$ cat src/rtl/core/hsc_pkg.sv
// Shared types, status codes and bit-layout helpers for the SECDED byte-pair codec.
// No dependencies; the codec top level and hsc_dec_block use this package.
package hsc_pkg;

  // Per-block correction status codes.
  localparam logic [1:0] StNone   = 2'd0;
  localparam logic [1:0] StSingle = 2'd1;
  localparam logic [1:0] StDouble = 2'd2;

  // Mode values.
  localparam logic ModeEncode = 1'b0;
  localparam logic ModeDecode = 1'b1;

  typedef struct packed {
    logic        mode;
    logic [7:0]  data_byte;
    logic [15:0] code_word_in;
  } in_req_t;

  typedef struct packed {
    logic [15:0] code_word_out;
    logic [7:0]  data_raw;
    logic [7:0]  data_corrected;
    logic [2:0]  syndrome_high;
    logic [2:0]  syndrome_low;
    logic        parity_odd_high;
    logic        parity_odd_low;
    logic [1:0]  status_high;
    logic [1:0]  status_low;
  } out_req_t;

  // Check result of one 8-bit block.
  typedef struct packed {
    logic [2:0] syndrome;
    logic       parity_odd;
    logic [1:0] status;
    logic [7:0] corrected;
  } blk_chk_t;

  // Data nibble held at bits 6,5,4,2 of a block.
  function automatic logic [3:0] blk_data(input logic [7:0] blk);
    blk_data = {blk[6], blk[5], blk[4], blk[2]};
  endfunction

endpackage

$ cat src/rtl/core/hamming_secded_byte_pair_codec_unit.sv
// Top level of the extended Hamming (8,4) SECDED byte-pair codec.
// Depends on hsc_pkg, hsc_enc_block and hsc_dec_block.
//
// Two-stage codec: a request register feeds XOR-only encode/decode logic whose
// result is captured in a result register. A request can enter every cycle
// while in_stall_o is low; it passes the request register, then the result
// register. Encode mode (mode 0) codes the high nibble of data_byte into
// the upper byte of code_word_out and the low nibble into the lower byte; all
// other result fields are zero. Decode mode (mode 1) checks each byte of
// code_word_in on its own: syndrome, overall parity, status (none, single
// corrected, double detected), the corrected word, and the data bits before and
// after correction. A double error leaves its block unchanged. While the
// result register is stalled, the request register still takes one more
// request, so the input side is stalled only when both stages are full and the
// output is stalled. The block holds no other state.
module hamming_secded_byte_pair_codec_unit (
  input  logic              clk_i,
  input  logic              rst_ni,
  input  logic              in_valid_i,
  output logic              in_stall_o,
  input  hsc_pkg::in_req_t  in_req_i,
  output logic              out_valid_o,
  input  logic              out_stall_i,
  output hsc_pkg::out_req_t out_req_o
);

  // Stage 1: request register
  logic              s1_valid_q;
  hsc_pkg::in_req_t  s1_req_q;
  // Stage 2: result register
  logic              s2_valid_q;
  hsc_pkg::out_req_t s2_req_q, s2_req_d;

  logic s2_load;
  logic s1_load;

  // Result register moves when empty or drained this cycle.
  assign s2_load    = s1_valid_q && (!s2_valid_q || !out_stall_i);
  // Request register frees up when its content moves on.
  assign in_stall_o = s1_valid_q && !s2_load;
  assign s1_load    = in_valid_i && !in_stall_o;

  // Encoders
  logic [7:0] enc_hi, enc_lo;

  hsc_enc_block u_enc_hi (
    .nibble_i (s1_req_q.data_byte[7:4]),
    .block_o  (enc_hi)
  );

  hsc_enc_block u_enc_lo (
    .nibble_i (s1_req_q.data_byte[3:0]),
    .block_o  (enc_lo)
  );

  // Decoders
  hsc_pkg::blk_chk_t chk_hi, chk_lo;

  hsc_dec_block u_dec_hi (
    .block_i (s1_req_q.code_word_in[15:8]),
    .chk_o   (chk_hi)
  );

  hsc_dec_block u_dec_lo (
    .block_i (s1_req_q.code_word_in[7:0]),
    .chk_o   (chk_lo)
  );

  always_comb begin
    s2_req_d = '0;
    if (s1_req_q.mode == hsc_pkg::ModeEncode) begin
      s2_req_d.code_word_out = {enc_hi, enc_lo};
    end else begin
      s2_req_d.code_word_out   = {chk_hi.corrected, chk_lo.corrected};
      s2_req_d.data_raw        = {hsc_pkg::blk_data(s1_req_q.code_word_in[15:8]),
                                  hsc_pkg::blk_data(s1_req_q.code_word_in[7:0])};
      s2_req_d.data_corrected  = {hsc_pkg::blk_data(chk_hi.corrected),
                                  hsc_pkg::blk_data(chk_lo.corrected)};
      s2_req_d.syndrome_high   = chk_hi.syndrome;
      s2_req_d.syndrome_low    = chk_lo.syndrome;
      s2_req_d.parity_odd_high = chk_hi.parity_odd;
      s2_req_d.parity_odd_low  = chk_lo.parity_odd;
      s2_req_d.status_high     = chk_hi.status;
      s2_req_d.status_low      = chk_lo.status;
    end
  end

  // Control state
  always_ff @(posedge clk_i or negedge rst_ni) begin
    if (!rst_ni) begin
      s1_valid_q <= 1'b0;
      s2_valid_q <= 1'b0;
    end else begin
      if (s1_load) begin
        s1_valid_q <= 1'b1;
      end else if (s2_load) begin
        s1_valid_q <= 1'b0;
      end
      if (s2_load) begin
        s2_valid_q <= 1'b1;
      end else if (!out_stall_i) begin
        s2_valid_q <= 1'b0;
      end
    end
  end

  // Payload registers
  always_ff @(posedge clk_i) begin
    if (s1_load) begin
      s1_req_q <= in_req_i;
    end
    if (s2_load) begin
      s2_req_q <= s2_req_d;
    end
  end

  assign out_valid_o = s2_valid_q;
  assign out_req_o   = s2_req_q;

`ifndef SYNTHESIS
  // Input side only stalls with a pending request in stage 1.
  a_stall_needs_pending: assert property (@(posedge clk_i) disable iff (!rst_ni)
    in_stall_o |-> s1_valid_q)
    else $error("input stalled with empty request register");

  // A request held back by the result register is not dropped.
  a_pending_kept: assert property (@(posedge clk_i) disable iff (!rst_ni)
    (s1_valid_q && !s2_load) |=> s1_valid_q)
    else $error("pending request lost");

  // Single correction only with odd overall parity.
  a_single_odd: assert property (@(posedge clk_i) disable iff (!rst_ni)
    (out_valid_o && out_req_o.status_high == hsc_pkg::StSingle) |->
      out_req_o.parity_odd_high)
    else $error("single correction with even parity");

  // Double detection means nonzero syndrome, even parity, word left unchanged.
  a_double_even: assert property (@(posedge clk_i) disable iff (!rst_ni)
    (out_valid_o && out_req_o.status_low == hsc_pkg::StDouble) |->
      (out_req_o.syndrome_low != 3'd0 && !out_req_o.parity_odd_low &&
       out_req_o.data_raw[3:0] == out_req_o.data_corrected[3:0]))
    else $error("double detection inconsistent");
`endif

endmodule

$ cat src/rtl/core/hsc_enc_block.sv
// Extended Hamming (8,4) encoder for one nibble.
// No dependencies; it follows the same bit layout as hsc_pkg::blk_data.
module hsc_enc_block (
  input  logic [3:0] nibble_i,
  output logic [7:0] block_o
);

  logic [6:0] low7;

  // Layout {p, d3, d2, d1, c2, d0, c1, c0}
  always_comb begin
    low7[6] = nibble_i[3];
    low7[5] = nibble_i[2];
    low7[4] = nibble_i[1];
    low7[3] = nibble_i[3] ^ nibble_i[2] ^ nibble_i[1];
    low7[2] = nibble_i[0];
    low7[1] = nibble_i[3] ^ nibble_i[2] ^ nibble_i[0];
    low7[0] = nibble_i[3] ^ nibble_i[1] ^ nibble_i[0];
  end

  assign block_o = {^low7, low7};

endmodule

$ cat src/rtl/core/hsc_dec_block.sv
// SECDED check and correction of one extended Hamming (8,4) block.
// Depends on hsc_pkg for the status codes and the blk_chk_t result struct.
module hsc_dec_block (
  input  logic [7:0]       block_i,
  output hsc_pkg::blk_chk_t chk_o
);

  logic [2:0] syn;
  logic       odd;
  logic [7:0] flip;

  // Syndrome bit j is the parity of the bits whose position (index plus one) has bit j set.
  assign syn[0] = block_i[0] ^ block_i[2] ^ block_i[4] ^ block_i[6];
  assign syn[1] = block_i[1] ^ block_i[2] ^ block_i[5] ^ block_i[6];
  assign syn[2] = block_i[3] ^ block_i[4] ^ block_i[5] ^ block_i[6];
  assign odd    = ^block_i;

  always_comb begin
    flip          = 8'h00;
    chk_o.status  = hsc_pkg::StNone;
    if (syn == 3'd0) begin
      if (odd) begin
        // overall parity bit itself is bad
        flip         = 8'h80;
        chk_o.status = hsc_pkg::StSingle;
      end
    end else if (odd) begin
      flip         = 8'h01 << (syn - 3'd1);
      chk_o.status = hsc_pkg::StSingle;
    end else begin
      chk_o.status = hsc_pkg::StDouble;
    end
    chk_o.syndrome   = syn;
    chk_o.parity_odd = odd;
    chk_o.corrected  = block_i ^ flip;
  end

endmodule

$ cat config.mk
export PLATFORM = sky130hd
export DESIGN_NAME = hamming_secded_byte_pair_codec_unit
export DESIGN_NICKNAME = d
export VERILOG_FILES = /design/src/rtl/core/hsc_pkg.sv /design/src/rtl/core/hamming_secded_byte_pair_codec_unit.sv /design/src/rtl/core/hsc_enc_block.sv /design/src/rtl/core/hsc_dec_block.sv
export SDC_FILE = /design/constraint.sdc
export NUM_CORES = 1
export LEC_CHECK = 0
export ABC_AREA = 0
export BUFFER_PORTS_ARGS = -buffer_cell sky130_fd_sc_hd__buf_2
export CORE_AREA = 5 5 102 104
export DETAILED_ROUTE_END_ITERATION = 7
export DIE_AREA = 0 0 107 109
export GPL_ROUTABILITY_DRIVEN = 0
export SYNTH_ARGS = -nofsm -noshare
export SYNTH_HDL_FRONTEND = slang
export SYNTH_SLANG_ARGS = --single-unit
$ cat constraint.sdc
create_clock -name clk_i -period 4.3 [get_ports clk_i]
set_input_delay 0.645 -clock clk_i [delete_from_list [all_inputs] [get_ports clk_i]]
set_output_delay 0.645 -clock clk_i [all_outputs]
set_load 0.1 [all_outputs]
==> impl_results.md <==
* Synth cell types at 26
* Largest family of logic cells by synthesized area: XOR/XNOR gates
* Min setup slack post-route at 1520 ps
* Final Power at a little under 2 mW
* PD cells at roughly 500 nW/µm²
* Layout Utilization at 0.409
* Clk sink count at 69
* Cell area after synthesis at 3210 µm²
* Number of synthesized flops with an enable pin at 67
* Final setup vio count at 0
* Fin nets at 347
* Worst Hold Class: in -> async
* Ratio of cells with drive above 1 in the final layout at 0.289
* Cell Rows at 36
* WP data required at approximately 4400 ps
* Primary FF master, synth: edfxtp_1
* Sequential Area at 2060 µm²
* Global Route Usage Sum at 0.116
* Num CTS Buffers at 9
* Synth Area in Simple Gates at 0.115
* ANT nets after route at 0
* Clk slew on worst S/H paths at 70 ps
* Commonest cells in the netlist: edfxtp_1, xnor2_1, nor2_1, xor2_1, a21oi_1
* XOR/XNOR Fraction of Synth Area at 0.153
* # port buffers at 74
* WP data arrival at 2860 ps
* Pin count of the biggest net entering global routing at 60
* DR iter-0 viols at roughly 100
* Vias at around 2,000
* R2R Setup Slk at 1520 ps
* DR pass1 iterations at 4
* Vias/cell at around 4.6
* Synth Area in Compound Gates at 0.0643
* Share of flip-flops with an asynchronous set or reset at 0.0290
* Total negative slack at 0 ps
* Worst Tran Pin Value at between 1000 and 1500 ps
* Global route overflow at 0
* Yosys top cell area share at 0.627
* RR Endpoint: out_req_o[35]$_DFFE_PP_
* VDD IR max at ~0.00014 V
* Root Driver: clkbuf_8
* Cells after synthesis at roughly 240
* Number of antenna violations at the first check in global routing at 0
* Register area share after synthesis at 0.642
* Post-synthesis mux area share at 0
* Flip-flop and latch count after synthesis at roughly 70
* Pre-CTS WS at 1540 ps
* Critical Path Fanout Max at 7
* Final wirelength at 6280 µm
* Fin crit period at roughly 2800 ps
* Synthesized net count at between 200 and 300
* Clock skew at between 10 and 15 ps
* Initial Util at 0.339
* Worst slew margin at 0.297
* Core Area at around 9500 µm²
* Drt drc at 0
* Synth top area cells: edfxtp_1, xnor2_1, xor2_1
* Synthesis warning total at 0
* Postcts setup bufs at 0
* PostCTS Resize Cnt at 0
* Cts hold-fix bufs at 0
* Total of max-cap violations at 0
* R2r startpoint: s1_req_q[6]$_DFFE_PP_
* Wirelength per Cell at 14.4 µm
* Die height at roughly 110 µm
* Dpl hpwl at 4710 µm
* Clk Latency, worst-skew pair at between 300 and 400 ps
* Max Freq at roughly 360 MHz
* # IOs at 75
* RSZ-0062 raised after global routing: false
* Diodes inserted at 0
* Vias in the first global route at approximately 2,000
* Post-synth top area cell: edfxtp_1
* Area Growth Syn to Fin at 20.7%
* Final Max Tran Viols at 0
* CTS tree: built
* Multi-input gate area at approximately 1100 µm²
* Fin. Hold Viols at 0
* CP endpoint kind: flop
* Die width at roughly 110 µm
* Htree depth at 3
* First-pass GRT wire length at between 10,000 and 15,000 µm
* R2R depth at 9
* Path type of the worst setup path: reg -> reg
* FILL cells at about 900
* Most frequent cell after synthesis: edfxtp_1
* Period utilization at 0.647
* Die Area at 11,700 µm²
* Mean Syn Cell Area at 13.3 µm²
* LEAKAGE at between 1 and 1.5 nW
* Max clock buf depth at 2
* Status: finished, final reports clean
* Crit start category: flop
* Area share of fa/ha/maj cells after synthesis at 0.00390
## state kept, by name (all words and copies together) (netlist names)
| register | count |
|---|---|
| out_req_o | 42 |
| out_valid_o | 1 |
| s1_req_q | 25 |
| s1_valid_q | 1 |
## worst max-delay path, stage by stage (launching register included)
cell and delay (ps):
edfxtp_1 470, xnor2_1 380, xor2_1 460, nor2_1 90, ha_1 320, nand2b_1 150, inv_1 90, a211oi_1 270
xnor2_1 160, o221ai_1 140
## stage by stage
step,hold WS (ps),area (µm²),cells
floorplan,349,3210,242
global placement,431,3690,420
detailed placement,436,3690,420
CTS,48.4,3870,436
global route,55.6,3870,436
finish,74.1,3870,436
## layer usage
layer | vias to the layer above | GRT usage | wire (µm)
li1 | 1007 | - | -
met1 | 900 | 0.161 | 3030
met2 | 80 | 0.156 | 2620
met3 | 12 | 0.0326 | 462
met4 | 0 | 0.0795 | 167
met5 | - | 0 | 0
## cells by family (layout without fill, tap and decap cells)
kind of cell               count (synthesis)  count (layout)
xor gates and xnor gates                  56              56
adders and majority gates                  1               1
buffers and inverters                     15              95
AOI/OAI and AO/OA                         31              31
and+or+nand+nor                           70              70
DFF                                       69              69
## cells in the final DEF (no fill, tap or decap), types with 2 or more instances in the layout
master,synthesis,final
a211oi_2,2,2
a211oi_1,7,7
nor2b_1,9,9
clkbuf_1,6,3
xnor2_1,38,38
edfxtp_1,67,67
nand3_1,9,9
buf_2,4,74
nand2b_1,3,3
a21oi_1,15,15
nor2_1,18,18
and2_1,13,13
nand2_1,9,9
dfrtp_1,2,2
buf_4,2,2
nand4_1,5,5
xor2_1,18,18
inv_1,3,3
clkbuf_8,0,12
a21boi_0,5,4
## where the power goes
part | switching (mW) | internal (mW)
sequential | 0.0315 | 0.821
combinational | 0.519 | 0.135
clock | 0.223 | 0.257
total | 0.774 | 1.21
## how the worst max path moves through the flow
stage,startpoint,end,slack [ps]
finish,s1_req_q[6]$_DFFE_PP_,out_req_o[35]$_DFFE_PP_,1520
global route,s1_req_q[6]$_DFFE_PP_,out_req_o[35]$_DFFE_PP_,1280
CTS,s1_req_q[6]$_DFFE_PP_,out_req_o[35]$_DFFE_PP_,1530
detailed placement,s1_req_q[6]$_DFFE_PP_,out_req_o[35]$_DFFE_PP_,1540
global placement,s1_req_q[5]$_DFFE_PP_,out_req_o[35]$_DFFE_PP_,1700
floorplan,out_valid_o$_DFFE_PN0P_,out_req_o[10]$_SDFFCE_PN0P_,960
## area by class of cell
class,count,area share
inverter,3,0.00291
clock inverter,1,0.00129
tap,114,0.0368
multi-input combinational,158,0.281
timing repair buffer,76,0.0995
sequential,69,0.532
clock buffer,15,0.0456
(Power assumes the default switching activity.)
